`src/sv/adfgvx_encryptor_assert.svh`:
```
// ----------------------------------------------------------------------------
// ADFGVX encryptor assertion macros
// Concurrent assertion wrappers on clk; empty bodies for synthesis.
// ----------------------------------------------------------------------------
`ifndef ADFGVX_ENCRYPTOR_ASSERT_SVH
`define ADFGVX_ENCRYPTOR_ASSERT_SVH
`ifndef SYNTHESIS
`define AE_ASSERT_CLK(lbl, prop, msg) \
  lbl: assert property (@(posedge clk) disable iff (rst) prop) else $error(msg);
`define AE_ASSERT_RST(lbl, prop, msg) \
  lbl: assert property (@(posedge clk) prop) else $error(msg);
`else
`define AE_ASSERT_CLK(lbl, prop, msg)
`define AE_ASSERT_RST(lbl, prop, msg)
`endif
`endif

```
`src/sv/adfgvx_pkg.sv`:
```
// ----------------------------------------------------------------------------
// ADFGVX package
// Request types, register indexes, error codes and the digit letter table.
// ----------------------------------------------------------------------------
package adfgvx_pkg;

  localparam int MAX_MESSAGE_DEF = 32;
  localparam int MAX_KEY_DEF     = 8;
  localparam int SQUARE_DIM      = 6;
  localparam int SQUARE_CELLS    = SQUARE_DIM * SQUARE_DIM;
  localparam int CFG_INDEX_W     = 3;
  localparam int CFG_DATA_W      = 64;

  localparam logic [CFG_INDEX_W-1:0] REG_SQUARE_0   = 3'd0;
  localparam logic [CFG_INDEX_W-1:0] REG_KEY_LETTERS = 3'd5;
  localparam logic [CFG_INDEX_W-1:0] REG_KEY_LENGTH  = 3'd6;

  localparam logic [1:0] ERR_NONE   = 2'd0;
  localparam logic [1:0] ERR_CHAR   = 2'd1;
  localparam logic [1:0] ERR_LENGTH = 2'd2;

  localparam logic [6:0] LETTER_A = 7'h41;
  localparam logic [6:0] LETTER_D = 7'h44;
  localparam logic [6:0] LETTER_F = 7'h46;
  localparam logic [6:0] LETTER_G = 7'h47;
  localparam logic [6:0] LETTER_V = 7'h56;
  localparam logic [6:0] LETTER_X = 7'h58;
  localparam logic [6:0] LETTER_NONE = 7'h00;

  typedef struct packed {
    logic [7:0] plain_char;
    logic       last_char;
  } in_item_t;

  typedef struct packed {
    logic [6:0] cipher_letter;
    logic [1:0] error_code;
    logic       last_out;
  } out_item_t;

  // digit values wrap modulo the square size
  function automatic logic [6:0] digit_letter(input logic [2:0] digit);
    logic [6:0] letter;
    unique case (digit)
      3'd0:    letter = LETTER_A;
      3'd1:    letter = LETTER_D;
      3'd2:    letter = LETTER_F;
      3'd3:    letter = LETTER_G;
      3'd4:    letter = LETTER_V;
      3'd5:    letter = LETTER_X;
      3'd6:    letter = LETTER_A;
      default: letter = LETTER_D;
    endcase
    return letter;
  endfunction

endpackage

```
`src/sv/adfgvx_encryptor.sv`:
```
// Bytes that are not marked last are taken one per cycle, back to back.
// After the last byte the block passes through a start state, then the transposed letters
// leave one at a time: one digit memory read in flight, then the output register, and an
// output stall holds the readout (2N letters for N bytes). Input is stalled during the readout.
// Synchronous reset clears control state and the configuration registers (key length
// to one); the digit memory is not cleared.
// ----------------------------------------------------------------------------
// ADFGVX encryptor
// Square substitution into a digit memory, columnar transposition on readout.
// ----------------------------------------------------------------------------
module adfgvx_encryptor #(
  parameter int MAX_MESSAGE = adfgvx_pkg::MAX_MESSAGE_DEF,
  parameter int MAX_KEY     = adfgvx_pkg::MAX_KEY_DEF
) (
  input  logic                                clk,
  input  logic                                rst,
  input  logic                                cfg_write,
  input  logic [adfgvx_pkg::CFG_INDEX_W-1:0]  cfg_index,
  input  logic [adfgvx_pkg::CFG_DATA_W-1:0]   cfg_data,
  input  logic                                in_valid,
  output logic                                in_stall,
  input  adfgvx_pkg::in_item_t                in_data,
  output logic                                out_valid,
  input  logic                                out_stall,
  output adfgvx_pkg::out_item_t               out_data
);

`include "adfgvx_encryptor_assert.svh"

  localparam int CNT_W  = $clog2(MAX_MESSAGE + 1);
  localparam int TOT_W  = CNT_W + 1;
  localparam int ADDR_W = (MAX_MESSAGE > 1) ? $clog2(MAX_MESSAGE) : 1;
  localparam int POS_W  = $clog2(2 * MAX_MESSAGE + MAX_KEY + 1);
  localparam int KEY_W  = (MAX_KEY > 1) ? $clog2(MAX_KEY) : 1;
  localparam int LEN_W  = $clog2(MAX_KEY + 1);
  localparam int DIM    = adfgvx_pkg::SQUARE_DIM;

  typedef enum logic [1:0] {S_IDLE, S_START, S_EMIT} state_t;

  // configuration
  logic [7:0]  square [adfgvx_pkg::SQUARE_CELLS];
  logic [63:0] key_letters;
  logic [3:0]  key_length;

  always_ff @(posedge clk) begin
    if (rst) begin
      square      <= '{default: '0};
      key_letters <= '0;
      key_length  <= 4'd1;
    end else if (cfg_write) begin
      for (int w = 0; w < 5; w++) begin
        for (int b = 0; b < 8; b++) begin
          if (w * 8 + b < adfgvx_pkg::SQUARE_CELLS &&
              cfg_index == adfgvx_pkg::REG_SQUARE_0 + 3'(w)) begin
            square[w * 8 + b] <= cfg_data[8 * b +: 8];
          end
        end
      end
      if (cfg_index == adfgvx_pkg::REG_KEY_LETTERS) begin
        key_letters <= cfg_data;
      end
      if (cfg_index == adfgvx_pkg::REG_KEY_LENGTH) begin
        key_length <= cfg_data[3:0];
      end
    end
  end

  // key ordering
  logic [LEN_W-1:0] len_eff;
  logic [KEY_W-1:0] rank [MAX_KEY];
  logic [KEY_W-1:0] order [2**KEY_W];
  logic [KEY_W-1:0] order_q [2**KEY_W];

  always_comb begin
    if (key_length == 4'd0) begin
      len_eff = LEN_W'(1);
    end else if (key_length > 4'(MAX_KEY)) begin
      len_eff = LEN_W'(MAX_KEY);
    end else begin
      len_eff = key_length[LEN_W-1:0];
    end
  end

  always_comb begin
    for (int c = 0; c < MAX_KEY; c++) begin
      rank[c] = '0;
      for (int d = 0; d < MAX_KEY; d++) begin
        if (LEN_W'(d) < len_eff &&
            (key_letters[8 * d +: 8] < key_letters[8 * c +: 8] ||
             (key_letters[8 * d +: 8] == key_letters[8 * c +: 8] && d < c))) begin
          rank[c] = rank[c] + KEY_W'(1);
        end
      end
    end
    order = '{default: '0};
    for (int c = 0; c < MAX_KEY; c++) begin
      if (LEN_W'(c) < len_eff) begin
        order[rank[c]] = KEY_W'(c);
      end
    end
  end

  always_ff @(posedge clk) begin
    order_q <= order;
  end

  // square lookup, first match in row-major order
  logic       found;
  logic [2:0] hit_row;
  logic [2:0] hit_col;

  always_comb begin
    found   = 1'b0;
    hit_row = '0;
    hit_col = '0;
    for (int r = DIM - 1; r >= 0; r--) begin
      for (int c = DIM - 1; c >= 0; c--) begin
        if (square[r * DIM + c] == in_data.plain_char) begin
          found   = 1'b1;
          hit_row = 3'(r);
          hit_col = 3'(c);
        end
      end
    end
  end

  // control state
  state_t           state;
  logic [CNT_W-1:0] char_count;
  logic [1:0]       error_seen;
  logic [1:0]       final_err;
  logic [TOT_W-1:0] total;
  logic [TOT_W-1:0] emit_left;
  logic [POS_W-1:0] pos;
  logic [KEY_W-1:0] col_rank;
  logic             rd_vld;
  logic             rd_half;
  logic             rd_last;
  logic [5:0]       rd_entry;

  logic             in_take;
  logic             out_take;
  logic             wr_en;
  logic [CNT_W-1:0] count_next;
  logic [1:0]       error_next;
  logic             pos_in;
  logic             issue;
  logic             err_load;
  logic [2:0]       rd_digit;

  assign in_stall = (state != S_IDLE);
  assign in_take  = in_valid && !in_stall;
  assign out_take = out_valid && !out_stall;
  assign pos_in   = (pos < POS_W'(total));
  assign issue    = (state == S_EMIT) && pos_in && !rd_vld && (!out_valid || out_take);
  assign err_load = (state == S_START) && (final_err != adfgvx_pkg::ERR_NONE) &&
                    (!out_valid || out_take);
  assign rd_digit = rd_half ? rd_entry[2:0] : rd_entry[5:3];

  always_comb begin
    wr_en      = 1'b0;
    count_next = char_count;
    error_next = error_seen;
    if (!found) begin
      if (error_seen == adfgvx_pkg::ERR_NONE) begin
        error_next = adfgvx_pkg::ERR_CHAR;
      end
    end else if (char_count >= CNT_W'(MAX_MESSAGE)) begin
      if (error_seen == adfgvx_pkg::ERR_NONE) begin
        error_next = adfgvx_pkg::ERR_LENGTH;
      end
    end else if (error_seen == adfgvx_pkg::ERR_NONE) begin
      wr_en      = in_take;
      count_next = char_count + CNT_W'(1);
    end
  end

  // digit memory: one entry per byte, row digit high, column digit low
  logic [5:0] digit_mem [MAX_MESSAGE];

  always_ff @(posedge clk) begin
    if (wr_en) begin
      digit_mem[char_count[ADDR_W-1:0]] <= {hit_row, hit_col};
    end
    if (issue) begin
      rd_entry <= digit_mem[pos[ADDR_W:1]];
    end
  end

  always_ff @(posedge clk) begin
    if (rst) begin
      state      <= S_IDLE;
      char_count <= '0;
      error_seen <= adfgvx_pkg::ERR_NONE;
      rd_vld     <= 1'b0;
      out_valid  <= 1'b0;
    end else begin
      rd_vld <= issue;
      unique case (state)
        S_IDLE: begin
          if (in_take) begin
            if (in_data.last_char) begin
              final_err  <= error_next;
              total      <= {count_next, 1'b0};
              char_count <= '0;
              error_seen <= adfgvx_pkg::ERR_NONE;
              state      <= S_START;
            end else begin
              char_count <= count_next;
              error_seen <= error_next;
            end
          end
        end
        S_START: begin
          if (final_err != adfgvx_pkg::ERR_NONE) begin
            if (err_load) begin
              state <= S_IDLE;
            end
          end else if (total == '0) begin
            state <= S_IDLE;
          end else begin
            col_rank  <= '0;
            pos       <= POS_W'(order_q[0]);
            emit_left <= total;
            state     <= S_EMIT;
          end
        end
        S_EMIT: begin
          if (!pos_in) begin
            col_rank <= col_rank + KEY_W'(1);
            pos      <= POS_W'(order_q[col_rank + KEY_W'(1)]);
          end else if (issue) begin
            pos       <= pos + POS_W'(len_eff);
            emit_left <= emit_left - TOT_W'(1);
            rd_half   <= pos[0];
            rd_last   <= (emit_left == TOT_W'(1));
            if (emit_left == TOT_W'(1)) begin
              state <= S_IDLE;
            end
          end
        end
        default: state <= S_IDLE;
      endcase
      priority if (rd_vld) begin
        out_valid              <= 1'b1;
        out_data.cipher_letter <= adfgvx_pkg::digit_letter(rd_digit);
        out_data.error_code    <= adfgvx_pkg::ERR_NONE;
        out_data.last_out      <= rd_last;
      end else if (err_load) begin
        out_valid              <= 1'b1;
        out_data.cipher_letter <= adfgvx_pkg::LETTER_NONE;
        out_data.error_code    <= final_err;
        out_data.last_out      <= 1'b1;
      end else if (out_take) begin
        out_valid <= 1'b0;
      end
    end
  end

  `AE_ASSERT_CLK(a_read_lands, rd_vld |=> (out_valid && out_data.error_code == adfgvx_pkg::ERR_NONE), "digit read did not reach output")
  `AE_ASSERT_CLK(a_one_read, rd_vld |-> !issue, "second digit read while one in flight")
  `AE_ASSERT_CLK(a_emit_left, (state == S_EMIT) |-> (emit_left != '0), "readout with no letters left")
  `AE_ASSERT_CLK(a_error_last, (out_valid && out_data.error_code != adfgvx_pkg::ERR_NONE) |-> out_data.last_out, "error result not marked last")
  `AE_ASSERT_RST(a_reset_idle, rst |=> (state == S_IDLE && !out_valid && !rd_vld), "control not cleared by reset")

endmodule
```
`config.mk`:
```
export PLATFORM = sky130hd
export DESIGN_NAME = adfgvx_encryptor
export DESIGN_NICKNAME = d
export VERILOG_FILES = /design/src/sv/adfgvx_pkg.sv /design/src/sv/adfgvx_encryptor.sv
export VERILOG_INCLUDE_DIRS = /design/src /design/src/sv
export SDC_FILE = /design/constraint.sdc
export NUM_CORES = 2
export LEC_CHECK = 0
export BUFFER_PORTS_ARGS = -buffer_cell sky130_fd_sc_hd__clkbuf_2
export CORE_MARGIN = 4
export CORE_UTILIZATION = 50
export CTS_BUF_LIST = sky130_fd_sc_hd__clkbuf_4
export DETAILED_ROUTE_END_ITERATION = 12
export PLACE_DENSITY = 0.67
export RECOVER_POWER = 100
export SYNTH_ARGS = -nofsm -noshare
export SYNTH_HDL_FRONTEND = slang
export SYNTH_SLANG_ARGS = --single-unit
```
`constraint.sdc`:
```
create_clock -name clk -period 7.1 [get_ports clk]
set_input_delay 1.065 -clock clk [delete_from_list [all_inputs] [get_ports clk]]
set_output_delay 1.065 -clock clk [all_outputs]
set_load 0.05 [all_outputs]
```
== Word-level counts from Yosys, hierarchy flattened ==
Memory sizes are Yosys's and may differ from the RTL's. A register that Yosys moved wholly into a read port is not among the register bits.
Cells that the tools add are included.
Operators by class
  $add $sub $neg: 53
  order comparisons: 82
  equality and inequality tests: 88
  multiplexer cells: 233
  bitwise gates (word level): 25
  reductions and logical operators: 130
Operators with widths (number)
  equality test 8 bit: 64
  less-than comparator 8 bit: 56
  two-way mux 3 bit: 133
  adder 3 x 1 -> 3 bit (second input constant): 50
  two-way mux 24 bit: 6
  logical AND 1 bit: 70
  demux 3 bit (select 3 bit): 7
  two-way mux 7 bit: 8
  two-way mux 1 bit: 51
  bitwise OR 16 bit: 3
  >= comparator 4 bit (second input constant): 8
  NOT 16 bit: 2
  NOT 3 -> 4 bit: 8
  logical OR 1 bit: 29
  less-than comparator 4 x 1 -> 1 bit (second input constant): 7
  case mux 7 bit (2 select lines): 2
  two-way mux 2 bit: 13
  case mux 5 bit (5 select lines): 1
  AND 8 bit: 3
  two-way mux 6 bit: 4
  NOT 8 bit: 3
  bitwise OR 24 bit: 1
  two-way mux 22 bit: 1
  two-way mux 10 bit: 2
  other kinds (38): 79
Word-level totals
  flip-flop bits (word level): 429
  bits in writable memories: 192
  bits of input ports: 81
  output and inout port bits: 12
  logic and storage cells: 673
  memories kept: 1
Memories
  digit_mem: depth 32, width 6, rd ports 1, clocked after Yosys merged registers in 1, write ports 1, RTL line adfgvx_encryptor.sv:179  | logic [5:0] digit_mem [MAX_MESSAGE];

== Depth between registers and ports, before layout ==
  depth after elaboration: 40
  depth in mapped cells: 31
  gate-level depth less buffers: 31

== Worst setup path after synthesis ==
OpenSTA, ideal clock, no wires.
  path type: reg-to-reg
  from: register key_letters[41]
  to: register order_q[22] (netlist bit)
  setup time: 128 ps
  arrival time: 5600 ps
  data required time: 6972 ps
  path slack: 1372 ps
  cell stages (with the launch flop): 27
  path buffers: 0
  clock period less this slack: 5728 ps
  path through: dfxtp_1 inv_1 ha_1 nor2b_1 o21a_1 o21ai_0 nand2b_1 a21oi_1 o21ai_0 o21a_1 ha_1 xor2_1 ha_1 or4b_2 o31ai_1 ha_1 mux2_2 ha_1 a221o_1 ha_1 o2111ai_1 xnor3_1 xnor2_1 nand2b_1 or2_2 nand2_1 o211ai_1
RTL lines
  start, declared: RTL line adfgvx_encryptor.sv:42  | logic [63:0] key_letters;
  start signal, assigned: RTL line adfgvx_encryptor.sv:60  | key_letters <= cfg_data;
  end signal, assigned: RTL line adfgvx_encryptor.sv:104  | order_q <= order;
  end, declared: RTL line adfgvx_encryptor.sv:72  | logic [KEY_W-1:0] order_q [2**KEY_W];

== Worst setup path after layout ==
  from: input port in_data[4] (netlist bit)
  to: memory digit_mem[0][1], enable pin
On the way
  longest elaborated chain between the ends: 40
  elaborated cells on any way between the ends: 75
  those cells by class: 36 x eq/ne; 39 x mux
RTL lines
  start, declared: RTL line adfgvx_encryptor.sv:22  | input adfgvx_pkg::in_item_t in_data,
  equality test 8 bit: RTL line adfgvx_encryptor.sv:118  | if (square[r * DIM + c] == in_data.plain_char) begin
  two-way mux 1 bit (35 in a row): RTL line adfgvx_encryptor.sv:118
  two-way mux 1 bit (*): RTL line adfgvx_encryptor.sv:118
  two-way mux 1 bit (*): RTL line adfgvx_encryptor.sv:164  | if (!found) begin
  two-way mux 1 bit (*): RTL line adfgvx_encryptor.sv:182  | if (wr_en) begin
  two-way mux 1 bit (not written as such) (*): RTL line adfgvx_encryptor.sv:183  | digit_mem[char_count[ADDR_W-1:0]] <= {hit_row, hit_col};
  end, declared: RTL line adfgvx_encryptor.sv:179
Mark *: on every way between the ends. The rest lies on a longest branch, timed or not.

==> impl_metrics.csv <==
group,metric,value,unit
setup_path,crit_path_top_delay_cell,"clkbuf_1",
place,io_buffer_count,91,
setup_path,rrSetupSlack,660,ps
drt,drc,0,
clocking,path_clk_slew,60,ps
drt,wl_per_cell,19.8,um
drt,ant_nets,0,
setup_path,path_cells,"clkbuf_1 -> clkbuf_1 -> xor2_1 -> nor4_1 -> nand2_1 -> nand2_1 -> nor2_1 -> nand4_1 -> nor2b_1 -> nor4_1 -> and2_1 -> nand2_1 -> nor2_1",
setup_path,end_kind,"register",
grt,grt_start_max_net_pins,190,
clocking,cts_hold_buffers,0,
finish,final_cells,5064,
flow_run,drv_cap,14,
setup_path,r2r_start,"key_letters[41]",
place,dpl.cell_count,4774,
place,post-place-ws,676,ps
finish,multi_input_area,19700,um2
clocking,cts-resized-gates,0,
clocking,htree_num_levels,4,
clocking,cts_tree,"yes",
synthesis,synthFlopType,"dfxtp_1",
synthesis,netlist_top_cells_area,"dfxtp_1, edfxtp_1, ha_1, nand2_1, a21oi_1",
drt,vias,28600,
power,powerDensity,206,nW/um2
sta,rsz0062_at_grt,"no",
setup_path,crit_required,7740,ps
sta,finClkSkew,94.1,ps
setup_path,cp-startpoint,"in_data[4]",
place,hpwl,70.2,mm
synthesis,synth_top_area_share,0.218,
synthesis,synth_simple_gate_area_share,0.180,
power,p_clk_frac,0.387,
outcome,outcome,"complete, but fails checks",
power,total_power,8.08,mW
setup_path,startpoint_type,"input port",
finish,nets,4356,
floorplan,rows,98,
power,internal-power,5.80,mW
drt,viasPerCell,5.64,
setup_path,cp_common_cell,"nand2_1",
floorplan,die_w,276,um
power,comb_power_share,0.140,
grt,grt_pass1_wl,156,mm
synthesis,synth_mux_area_frac,0.0491,
synthesis,yosysSeqAreaShare,0.414,
finish,fillerInstances,6563,
floorplan,start_util,0.504,
synthesis,synth_xor_area_frac,0.0943,
setup_path,worst_path_largest_cell_delay,1270,ps
floorplan,die_h,276,um
grt,grt_pass1_vias,27200,
sta,fin_crit_sh,0.951,
sta,fin_crit,6750,ps
power,pwr-share-seq,0.473,
drt,drt_first_iter_violations,2289,
place,gp_congestion,0.921,
drt,routed_wirelength,100,mm
sta,setup_violations,0,
outcome,violations,"capacitance limit, slew limit",
synthesis,synth_cell_types,104,
sta,maxClockFrequency,148,MHz
setup_path,path_class,"in -> reg",
clocking,cts.sinks,626,
finish,area_growth,9.04,%
synthesis,syn-num-nets,4222,
clocking,cts_root_buf,"clkbuf_4",
synthesis,ys_ff_latch,626,
power,power.leakage,15.6,nW
grt,grt_usage,0.258,
floorplan,fp.dieArea,76200,um2
finish,drive_gt1_frac,0.134,
clocking,clk_latency,1050,ps
synthesis,synth_edf_count,234,
floorplan,coreArea,71400,um2
finish,layout_common_cells,"nand2_1, a21oi_1, dfxtp_1, ha_1, clkbuf_4",
drt,drt-pass1-iter-count,6,
grt,antenna_found_initial,3,
power,ir_drop,0.185,mV
finish,utilization,0.549,
synthesis,synth_fa_ha_area_frac,0.0987,
hold_path,hold_class,"in -> reg",
sta,slew_viol_final,758,
synthesis,syn_avg_cell_area,9.32,um2
clocking,post-cts-setup-buffers,0,
sta,finalSetupTns,0,ps
sta,worstMarginPinSlew,4150,ps
synthesis,synth-warning-count,0,
sta,hold_viol,0,
synthesis,syn_area,35900,um2
finish,final_common_cell,"nand2_1",
power,p_sw,2.28,mW
synthesis,synth_top_family_by_area,"simple AND/OR/NAND/NOR gates",
finish,layout.area.seq,14900,um2
power,power.share.switching,0.282,
clocking,cts_made_buffers,166,
setup_path,cp_max_fo,17,
setup_path,cp.arrival,7390,ps
setup_path,r2r-end,"order_q[1]",
setup_path,r2r_cells,26,
synthesis,yosysTopAreaCell,"dfxtp_1",
setup_path,crit_end,"digit_mem[0][1]",
grt,grt_overflow,0,
synthesis,synth_compound_area_frac,0.125,
floorplan,pin_count,93,
sta,relSlewSlack,-1.77,
synthesis,synthCells,3858,
synthesis,synthArstFlopShare,0,
clocking,cts_buffer_depth,3,
sta,fin_ws,351,ps
synth_stat cells (10+ instances only):
cell      instances
nor2b_1          44
a31oi_1          11
nand3b_1         11
mux2i_1          12
o21ai_1          12
nand2_1         863
dfxtp_1         392
o21bai_1         12
ha_1            282
xnor2_1         111
or2_2            13
mux4_2           66
o21ai_0          64
a21o_1           43
nand3_1          77
o211ai_1         18
buf_1            14
or3_1            10
nor3b_1          10
nand2b_1         33
and2_1           17
xor2_1          230
mux2_2           13
inv_1           119
and3_1           31
nor4_1           54
a211oi_1         13
o21a_1           30
a21oi_1         462
edfxtp_1        234
nand4_1          51
buf_6            23
clkbuf_1        128
buf_4            10
nor3_1           49
nor2_1          134
final cells by class:
type | instances | area share
Clock inverter | 40 | 0.00629
Sequential cell | 626 | 0.380
Tap cell | 950 | 0.0303
Clock buffer | 244 | 0.0467
Antenna cell | 6 | 0.000383
Timing Repair Buffer | 151 | 0.0220
Multi-Input combinational cell | 2926 | 0.503
Inverter | 121 | 0.0116
registers in the layout (all words and copies together) (netlist names):
name	cells
out_data	9
out_valid	1
pos	7
square	288
order_q	24
total	6
emit_left	7
rd_vld	1
digit_mem	192
rd_half	1
rd_entry	6
state	2
key_letters	64
error_seen	2
final_err	2
col_rank	3
key_length	4
rd_last	1
char_count	6
power groups by stage:
stage | sequential, mW | combinational (mW) | clock (mW)
2_1_floorplan | 3.89 | 0.807 | 0
3_3_place_gp | 3.89 | 1.10 | 0
3_5_place_dp | 3.90 | 1.12 | 0
4_1_cts | 3.82 | 1.13 | 3.21
5_1_grt | 3.82 | 1.25 | 3.43
6_report | 3.82 | 1.13 | 3.13
cell families (layout without fill, tap and decap cells):
logic type	count (synthesis)	count (layout)
and+or+nand+nor	1433	1433
xor gates and xnor gates	360	360
DFF	626	626
muxes	92	92
adders and majority gates	283	283
AOI/OAI and AO/OA	757	757
buffers and inverters	306	556
other	1	7
layer usage:
metal	share of wire	GRT usage	up-vias
met5	0	0	-
met3	0.063	0.0425	161
li1	-	-	13900
met4	0.029	0.0962	0
met1	0.43	0.344	13600
met2	0.48	0.425	941
worst min-delay path by stage:
stage,start,to,slack (ps),cells past startpoint
CTS,cfg_data[43],square[51],220,3
global placement,key_letters[63],key_letters[63],440,2
finish,cfg_data[43],square[179],320,3
detailed placement,key_letters[0],key_letters[0],450,2
floorplan,pos[0],rd_half,430,0
global route,cfg_data[41],square[113],260,3
stage by stage:
step / instance area (um2) / hold slack (ps)
final: 39200 / 323
after global routing: 39200 / 258
after CTS: 39300 / 219
after detailed placement: 37200 / 446
after global placement: 37200 / 443
after floorplan: 35900 / 433
worst max-delay path, delay by kind of cell:
family	cells	cell delay [ps]
and+or+nand+nor	10	3810
buffers and inverters	2	2350
xor gates and xnor gates	1	140
Power figures use the tool's default switching activity.
